## src/design/fob_pkg.sv

```systemverilog
// Package for the flow observation batcher: sizes, codes and payload types.
package fob_pkg;

    localparam int NUM_BUCKETS = 4;
    localparam int MAX_BATCH   = 32;
    localparam int BKT_W       = 2;
    localparam int SLOT_W      = $clog2(MAX_BATCH);
    localparam int CNT_W       = $clog2(MAX_BATCH + 1);
    localparam int MEM_DEPTH   = NUM_BUCKETS * MAX_BATCH;
    localparam int MEM_AW      = BKT_W + SLOT_W;
    localparam int CFG_DW      = 16;

    localparam logic [CNT_W-1:0] MAX_BATCH_CNT = CNT_W'(MAX_BATCH);

    localparam logic OP_ADD   = 1'b0;
    localparam logic OP_FLUSH = 1'b1;

    localparam logic CFG_BATCH_LIMIT = 1'b0;
    localparam logic CFG_TIME_LIMIT  = 1'b1;

    localparam logic [5:0]  BATCH_LIMIT_RST = 6'd32;
    localparam logic [15:0] TIME_LIMIT_RST  = 16'd1000;

    typedef struct packed {
        logic               op;
        logic [31:0]        now_ms;
        logic [31:0]        server_ip;
        logic [31:0]        client_ip;
        logic [15:0]        server_port;
        logic [15:0]        client_port;
        logic [7:0]         flag;
        logic signed [7:0]  direction;
        logic [BKT_W-1:0]   flush_bucket;
    } t_obs_req;

    typedef struct packed {
        logic [BKT_W-1:0]   bucket_index;
        logic [31:0]        out_client_ip;
        logic [15:0]        out_client_port;
        logic [31:0]        out_server_ip;
        logic [15:0]        out_server_port;
        logic [7:0]         out_flag;
        logic signed [7:0]  out_direction;
        logic [31:0]        batch_time;
        logic               entry_last;
    } t_batch_result;

    typedef struct packed {
        logic [31:0]        server_ip;
        logic [31:0]        client_ip;
        logic [15:0]        server_port;
        logic [15:0]        client_port;
        logic [7:0]         flag;
        logic signed [7:0]  direction;
    } t_entry;

    typedef struct packed {
        logic [5:0]         batch_limit;
        logic [15:0]        time_limit_ms;
    } t_cfg;

    typedef struct packed {
        logic               valid;
        logic               is_flush;
        logic [BKT_W-1:0]   bucket;
        logic [31:0]        now_ms;
    } t_bkt_req;

    typedef struct packed {
        logic               wr_en;
        logic [SLOT_W-1:0]  wr_slot;
        logic               emit;
        logic [CNT_W-1:0]   emit_cnt;
    } t_bkt_resp;

endpackage

```

## src/design/fob_bucket_ctrl.sv

```systemverilog
// Per-bucket entry counts and batch start times, with the emit decision.
module fob_bucket_ctrl (
    input  logic              i_clk,
    input  logic              i_rst_n,
    input  fob_pkg::t_cfg     i_cfg,
    input  fob_pkg::t_bkt_req i_req,
    output fob_pkg::t_bkt_resp o_resp
);
    import fob_pkg::*;

    logic [CNT_W-1:0] r_count [NUM_BUCKETS];
    logic [31:0]      r_start [NUM_BUCKETS];

    logic [CNT_W-1:0] cur_cnt;
    logic [CNT_W-1:0] n_count;
    logic [31:0]      n_start;
    logic [CNT_W-1:0] eff_limit;
    logic [31:0]      age;
    logic             has_room;
    logic             add_emit;

    always_comb begin
        cur_cnt   = r_count[i_req.bucket];
        has_room  = cur_cnt < MAX_BATCH_CNT;
        n_count   = has_room ? cur_cnt + CNT_W'(1) : cur_cnt;
        n_start   = (r_start[i_req.bucket] == 32'd0) ? i_req.now_ms : r_start[i_req.bucket];
        age       = i_req.now_ms - n_start;
        eff_limit = ({1'b0, i_cfg.batch_limit} > 7'(MAX_BATCH)) ? MAX_BATCH_CNT
                                                                : CNT_W'(i_cfg.batch_limit);
        add_emit  = (n_count >= eff_limit) || (age >= {16'd0, i_cfg.time_limit_ms});

        o_resp.wr_en    = i_req.valid && !i_req.is_flush && has_room;
        o_resp.wr_slot  = cur_cnt[SLOT_W-1:0];
        o_resp.emit     = i_req.is_flush ? (cur_cnt != '0) : add_emit;
        o_resp.emit_cnt = i_req.is_flush ? cur_cnt : n_count;
    end

    always_ff @(posedge i_clk) begin
        if (!i_rst_n) begin
            for (int b = 0; b < NUM_BUCKETS; b++) begin
                r_count[b] <= '0;
                r_start[b] <= '0;
            end
        end else if (i_req.valid) begin
            if (o_resp.emit) begin
                r_count[i_req.bucket] <= '0;
                r_start[i_req.bucket] <= i_req.now_ms;
            end else if (!i_req.is_flush) begin
                r_count[i_req.bucket] <= n_count;
                r_start[i_req.bucket] <= n_start;
            end
        end
    end

    a_emit_nonempty: assert property (@(posedge i_clk) disable iff (!i_rst_n)
        i_req.valid && o_resp.emit |-> o_resp.emit_cnt != '0)
        else $error("emit with empty batch");

    a_emit_clears: assert property (@(posedge i_clk) disable iff (!i_rst_n)
        i_req.valid && o_resp.emit |=> r_count[$past(i_req.bucket)] == '0)
        else $error("count not cleared after emit");

    a_append_counts: assert property (@(posedge i_clk) disable iff (!i_rst_n)
        i_req.valid && !i_req.is_flush && !o_resp.emit |=>
        r_count[$past(i_req.bucket)] == $past(cur_cnt) + CNT_W'(1))
        else $error("append did not advance count");

    a_no_write_on_flush: assert property (@(posedge i_clk) disable iff (!i_rst_n)
        o_resp.wr_en |-> i_req.valid && !i_req.is_flush)
        else $error("entry write from flush request");

endmodule

```

## config.mk

```make
export PLATFORM = sky130hd
export DESIGN_NAME = fob_bucket_ctrl
export DESIGN_NICKNAME = d
export VERILOG_FILES = /design/src/design/fob_pkg.sv /design/src/design/fob_bucket_ctrl.sv
export SDC_FILE = /design/constraint.sdc
export NUM_CORES = 1
export LEC_CHECK = 0
export ABC_AREA = 1
export BUFFER_PORTS_ARGS = -buffer_cell sky130_fd_sc_hd__buf_2
export CAP_MARGIN = 20
export CORE_AREA = 8 8 204 128
export CTS_BUF_LIST = sky130_fd_sc_hd__clkbuf_8
export DETAILED_ROUTE_END_ITERATION = 8
export DIE_AREA = 0 0 212 136
export GPL_ROUTABILITY_DRIVEN = 0
export GPL_TIMING_DRIVEN = 0
export PLACE_DENSITY = 0.63
export SYNTH_ARGS = -nofsm -noshare
export SYNTH_HDL_FRONTEND = slang
export SYNTH_SLANG_ARGS = --single-unit
```

## constraint.sdc

```tcl
create_clock -name i_clk -period 6.3 [get_ports i_clk]
set_clock_uncertainty 0.2 [all_clocks]
set_input_delay 0.315 -clock i_clk [delete_from_list [all_inputs] [get_ports i_clk]]
set_output_delay 0.315 -clock i_clk [all_outputs]
set_load 0.02 [all_outputs]
```

==> results of run 1 <==
## routing by layer
layer  vias to the layer above  wire, um
met5                         -         0
met4                         0       276
met3                        29      3994
met2                       501     14190
met1                      4901     16490
li1                       5131         -
## final cells by class
| cell class | instances | area [sq um] |
|---|---|---|
| buffer | 58 | 331.6 |
| clock buffer | 17 | 234.0 |
| clock inverter | 11 | 45.04 |
| fill | 2348 | 11220 |
| inverter | 184 | 694.4 |
| multi-input combinational | 1143 | 5418 |
| sequential | 152 | 4564 |
| tap | 322 | 402.9 |
| timing repair buffer | 80 | 483.0 |
## worst register-to-register path: cells and delay by family, from the launching register on
family / cells / cell delay [ns]
DFF: 1 / 0.36
buffers and inverters: 4 / 0.85
adders and majority gates: 2 / 0.67
AOI/OAI and AO/OA: 2 / 0.29
and+or+nand+nor: 25 / 3.10
xor gates and xnor gates: 1 / 0.17
## flip-flops by register name, summed over array words and instances, names as in the netlist
name / flops
r_start: 128
r_count: 24
## final timing paths
kind	end	cells past startpoint
worst max-delay path	r_start[1][3]$_SDFFCE_PN0P_	37
worst min-delay path	r_start[3][0]$_DFFE_PP_	5
worst max register to register	r_start[1][3]$_SDFFCE_PN0P_	34
worst min register to register	r_start[3][0]$_DFFE_PP_	8
## cells by family after synthesis
group	count (synthesis)	share of synthesized area, %
AOI/OAI and AO/OA	80	4.066
xor gates and xnor gates	17	1.367
adders and majority gates	56	6.501
buffers and inverters	242	9.016
DFF	152	41.90
and+or+nand+nor	990	37.15
## metrics by stage
step           cell area [sq um]  util (%)
2_1_floorplan              10890         -
5_1_grt                    12170     52.03
4_1_cts                    12070     51.58
6_report                   12170     52.03
3_3_place_gp               11650     49.80
3_5_place_dp               11780     50.34
## what timing repair did
| item | CTS | global route |
|---|---|---|
| pin swaps | 0 | 3 |
| gates resized for setup | 4 | 38 |
| endpoints found under the setup margin | 1 | 150 |
| hold buffers | 0 | 0 |
| setup buffers | 0 | 3 |
## layout by cell type (no fill, tap or decap), types with 2 or more instances in the layout
cell / instances
nand4_1: 45
clkbuf_2: 8
ha_1: 55
a21oi_1: 28
o21bai_1: 3
clkbuf_1: 17
a21boi_0: 5
buf_12: 3
buf_6: 6
inv_1: 175
clkbuf_8: 17
xor2_1: 16
nand3_1: 116
o21ai_0: 38
buf_2: 88
nand2_2: 7
nand2_1: 569
clkbuf_4: 7
inv_2: 8
nor2_1: 220
clkinv_1: 8
buf_4: 6
buf_8: 3
nand3_2: 4
nor2_2: 8
nor4_1: 2
nor2_4: 2
nand3b_1: 3
clkinv_2: 3
nor3_1: 12
edfxtp_1: 152
## power by group through the flow
| stage | Clock (mW) | Combinational, mW | Sequential (mW) |
|---|---|---|---|
| after CTS | 0.598 | 0.789 | 1.18 |
| after detailed placement | 0 | 0.784 | 1.20 |
| final | 0.592 | 0.812 | 1.18 |
| after floorplan | 0 | 0.535 | 1.20 |
| after global placement | 0 | 0.756 | 1.21 |
| after global routing | 0.636 | 0.905 | 1.18 |
==> flow_summary.yaml, run 1 <==
global_route:
  antenna_found_initial: 1
  grt_pass1_vias: 9397
  overflow: 0
  grt_pass1_wl_mm: 52.55
  use_met2_pct: 33.30
  grt_use_met1_pct: 36.73
  grtUsageTotal_pct: 23.91
  top_usage_layer: "met1"
  met3_usage_pct: 5.941
  grt_max_degree: 27
timing:
  max_freq_mhz: 169.0
  drv_slew: 0
  tns_ns: 0
  tightest_slew_ns: 0.7132
  fin_crit_ns: 5.917
  finalHoldViolCount: 0
  layout_setup_ws_ns: 0.3830
  hold_ws_ns: 0.1854
  finalCritPeriodShare_pct: 93.92
  relSlewSlack_pct: 52.02
  setup_viol: 0
drt:
  dr.pass1.iters: 6
  routed-via-count: 10562
  ant_nets: 0
  wl_per_cell_um: 17.77
  drtIter0Drc: 1306
  vias_per_cell: 5.370
  routed_wl_mm: 34.95
  drc: 0
layout:
  syn_to_final_growth_pct: 11.74
  fin_nets: 1752
  drive_above_1_share_pct: 10.76
  final_cells: 1967
  antenna_cells: 0
power:
  power_density_mw_per_mm2: 212.3
  p_comb_share_pct: 31.4
  seq_power_share_pct: 45.7
  p_total_mw: 2.584
  leakagePower_nw: 5.982
  ir_drop_v: 0.0001442
  p_int_mw: 1.672
  p_sw_mw: 0.9123
  swShare_pct: 35.31
  power.share.clock_pct: 22.9
cts:
  tritoncts: "built"
  clock-sinks: 152
  clock_latency_ns: 0.43
  clkTransAtPathRegs_ns: 0.08
  numCtsBuffers: 17
  cts_max_level: 4
  cts_max_path_buffers: 2
  cts-root-buf: "clkbuf_8"
critical_path:
  cp_max_fo: 10
  critPathMostFrequentCell: "nand2_1"
  cp-startpoint: "i_req[33]"
  cp-end-kind: "register"
  crit_buf_inv: 8
  start_kind: "input pin"
  cp_top_family: "simple AND/OR/NAND/NOR gates"
  cpPeakStageDelay_ns: 0.38
  cp.arrival_ns: 5.88
  critPathSlowestCell: "ha_1"
  criticalPathCategory: "in -> reg"
  rr_startpoint: "r_start[1][1]$_SDFFCE_PN0P_"
  worstPathRequired_ns: 6.26
  regToRegSetupSlack_ns: 0.41
worst_hold_path:
  hold_path_class: "in -> reg"
  hold_start: "i_req[0]"
floorplanning:
  fp.dieW_um: 212
  coreArea_sq_mm: 0.02340
  io_pins: 73
  dieHeight_um: 136
  initial_core_util_pct: 46.56
  dieArea_sq_mm: 0.02883
  num_rows: 44
synth:
  async_flop_share_pct: 0
  ys_top_cells_by_area: "edfxtp_1, nand2_1, nor2_1"
  synth.avg_cell_area_sq_um: 7.088
  synth_flop_cell: "edfxtp_1"
  synth_seq_cells: 152
  ys_warn_count: 0
  yosys.area.top_type: "edfxtp_1"
  synth_edf_count: 152
  ys_seq_area_share_pct: 41.90
  netlist_area_sq_mm: 0.01089
  syn_inst: 1537
  synth.most_common_cell: "nand2_1"
  syn_nets: 1653
  synth_top_cell_area_share_pct: 41.90
  synthTopCellsByCount: "nand2_1, nor2_1, inv_1, edfxtp_1, nand3_1"
  yosysUniqueCellTypes: 31
placement:
  place_hpwl_mm: 27.12
  dp_slack_ns: -0.4000
  dp.cells: 1936
  io_buffers: 71
flow_run:
  drv_cap: 0
outcome:
  status: "completed"
Power figures use the tool's default switching activity.
==> run 2, diff against run 1 <==
--- a/config.mk
+++ b/config.mk
@@ -6,7 +6,7 @@
 export NUM_CORES = 1
 export LEC_CHECK = 0
 export ABC_AREA = 1
-export BUFFER_PORTS_ARGS = -buffer_cell sky130_fd_sc_hd__buf_2
+export BUFFER_PORTS_ARGS = -buffer_cell sky130_fd_sc_hd__buf_4
 export CAP_MARGIN = 20
 export CORE_AREA = 8 8 204 128
 export CTS_BUF_LIST = sky130_fd_sc_hd__clkbuf_8
==> run 2 against run 1 <==
Net effect: via count decreased by 0.35%; hold slack lost 0.065 ns; largest cell class unchanged; power is 5.9% higher; clock power up 23%; final area increased by 2.1%; count of clock-buffer cells in the layout unchanged; critical path type is now in -> out; utilization rose by 1.1 points; wire length barely moved; non-clock buffer count is 2 lower; flip-flop and latch count unchanged; die area did not move.
==> flow_summary.yaml, run 2 (same netlist as run 1, synthesis figures left out) <==
layout:
  mostFrequentLayoutCells: "nand2_1, nor2_1, inv_1"
  syn_to_final_growth_pct: 14.08
  reg_top3: "r_start (128), r_count (24)"
  final_common_cell: "nand2_1"
  multi_input_area_sq_mm: 0.005413
  top_register: "r_start"
  num-fill-cells: 2324
  ff_latch_area_sq_mm: 0.004564
  final_cells: 1969
  fin_nets: 1750
  antenna_cells: 0
  drive_above_1_share_pct: 11.23
  largest_reg_flops: 128
drt:
  dr.pass1.iters: 6
  drc: 0
  routed-via-count: 10525
  routed_wl_mm: 34.98
  wl_per_cell_um: 17.77
  vias_per_cell: 5.345
  drtIter0Drc: 1270
  ant_nets: 0
critical_path:
  crit_buf_inv: 7
  critPathMostFrequentCell: "nand2_1"
  criticalPathCategory: "in -> out"
  start_kind: "input pin"
  cpPeakStageDelay_ns: 0.39
  critPathSlowestCell: "ha_1"
  cp-end-kind: "primary output"
  cp.arrival_ns: 5.34
  cp_max_fo: 10
  worstPathRequired_ns: 5.78
  cp_top_family: "simple AND/OR/NAND/NOR gates"
floorplanning:
  initial_core_util_pct: 46.56
  dieHeight_um: 136
  num_rows: 44
  coreArea_sq_mm: 0.02340
  fp.dieW_um: 212
  dieArea_sq_mm: 0.02883
  io_pins: 73
cts:
  cts_max_level: 4
  clock_latency_ns: 0.46
  tritoncts: "built"
  cts-root-buf: "clkbuf_8"
  clock-sinks: 152
  numCtsBuffers: 17
  cts_max_path_buffers: 2
  clkTransAtPathRegs_ns: 0.09
placement:
  dp_slack_ns: -0.4232
  io_buffers: 71
  dp.cells: 1936
  place_hpwl_mm: 27.41
worst_hold_path:
  hold_path_class: "in -> reg"
power:
  p_total_mw: 2.735
  power_density_mw_per_mm2: 220.1
  ir_drop_v: 0.0001643
  leakagePower_nw: 6.057
global_route:
  grt_pass1_wl_mm: 52.19
  grt_pass1_vias: 9190
  grtUsageTotal_pct: 23.77
  antenna_found_initial: 0
  overflow: 0
  grt_max_degree: 30
flow_run:
  drv_cap: 0
timing:
  max_freq_mhz: 170.7
  relSlewSlack_pct: 54.04
  drv_slew: 0
  setup_viol: 0
  fin_crit_ns: 5.857
  tightest_slew_ns: 0.6895
  finalCritPeriodShare_pct: 92.97
  finalHoldViolCount: 0
  rsz0062_at_grt: "false"
  layout_setup_ws_ns: 0.4426
outcome:
  status: "completed"
-- run 2: cell count changes in the layout (fill, tap and decap cells not counted), moves of 4 or more --
cell,delta
buf_2,-68
buf_4,+70
clkbuf_4,-4
clkinvlp_4,+5
clkinv_1,-5
-- run 2: per-layer routing --
layer / global-route usage (%) / vias to the layer above / part of all wire (%)
met3: 5.664 / 20 / 11
met1: 36.93 / 4819 / 48
met2: 33.12 / 547 / 40
met4: 3.615 / 0 / 0.63
li1: - / 5139 / -
met5: 0 / - / 0
-- run 2: path summary, 6_finish.rpt --
kind                            cells after the start  slack [ns]                         from                           to
worst min-delay path                                2        0.12                      i_rst_n      r_start[3][3]$_DFFE_PP_
worst max-delay path                               31        0.44                    i_req[33]                    o_resp[6]
worst max register to register                     32        0.49  r_start[1][1]$_SDFFCE_PN0P_  r_start[1][4]$_SDFFCE_PN0P_
worst min register to register                      6        0.86  r_count[2][0]$_SDFFCE_PN0P_      r_count[3][0]$_DFFE_PP_
-- run 2: stage by stage --
step	area (sq um)	hold slack (ns)	TNS, ns	util (%)
CTS	12350	0.1098	0	52.78
finish	12430	0.1203	0	53.12
global placement	11830	0.6054	-114.38	50.56
floorplan	10890	0.4310	0	-
global route	12430	0.1124	0	53.12
detailed placement	11970	0.5976	-45.40	51.15
-- run 2: worst register-to-register path, delay by kind of cell (launching register included) --
family | cells | cell delay (ns)
XOR/XNOR | 1 | 0.18
AND/OR/NAND/NOR | 23 | 3.06
buffers and inverters | 4 | 0.78
adder cells (fa/ha/maj) | 2 | 0.66
flip-flops | 1 | 0.36
AO/OA/AOI/OAI | 2 | 0.28
-- run 2: power breakdown --
group          total (mW)  internal, mW  switching (mW)  leakage, nW
Sequential           1.18          1.17          0.0127         1.60
Clock               0.727         0.344           0.383        0.179
Combinational       0.829         0.270           0.559         4.27
-- run 2: what timing repair did --
action | CTS | global route
pin swaps | 0 | 3
hold buffers | 0 | 0
setup endpoints to repair | 1 | 153
endpoints found under the hold margin | 0 | 0
gates resized for setup | 3 | 38
buffers inserted | 0 | 1
-- run 2: final cells by class --
type	count	area share, %
multi-input combinational	1143	43.55
tap	322	3.242
clock inverter	15	1.107
inverter	184	5.587
timing repair buffer	78	5.295
clock buffer	17	1.883
buffer	58	2.607
sequential	152	36.73
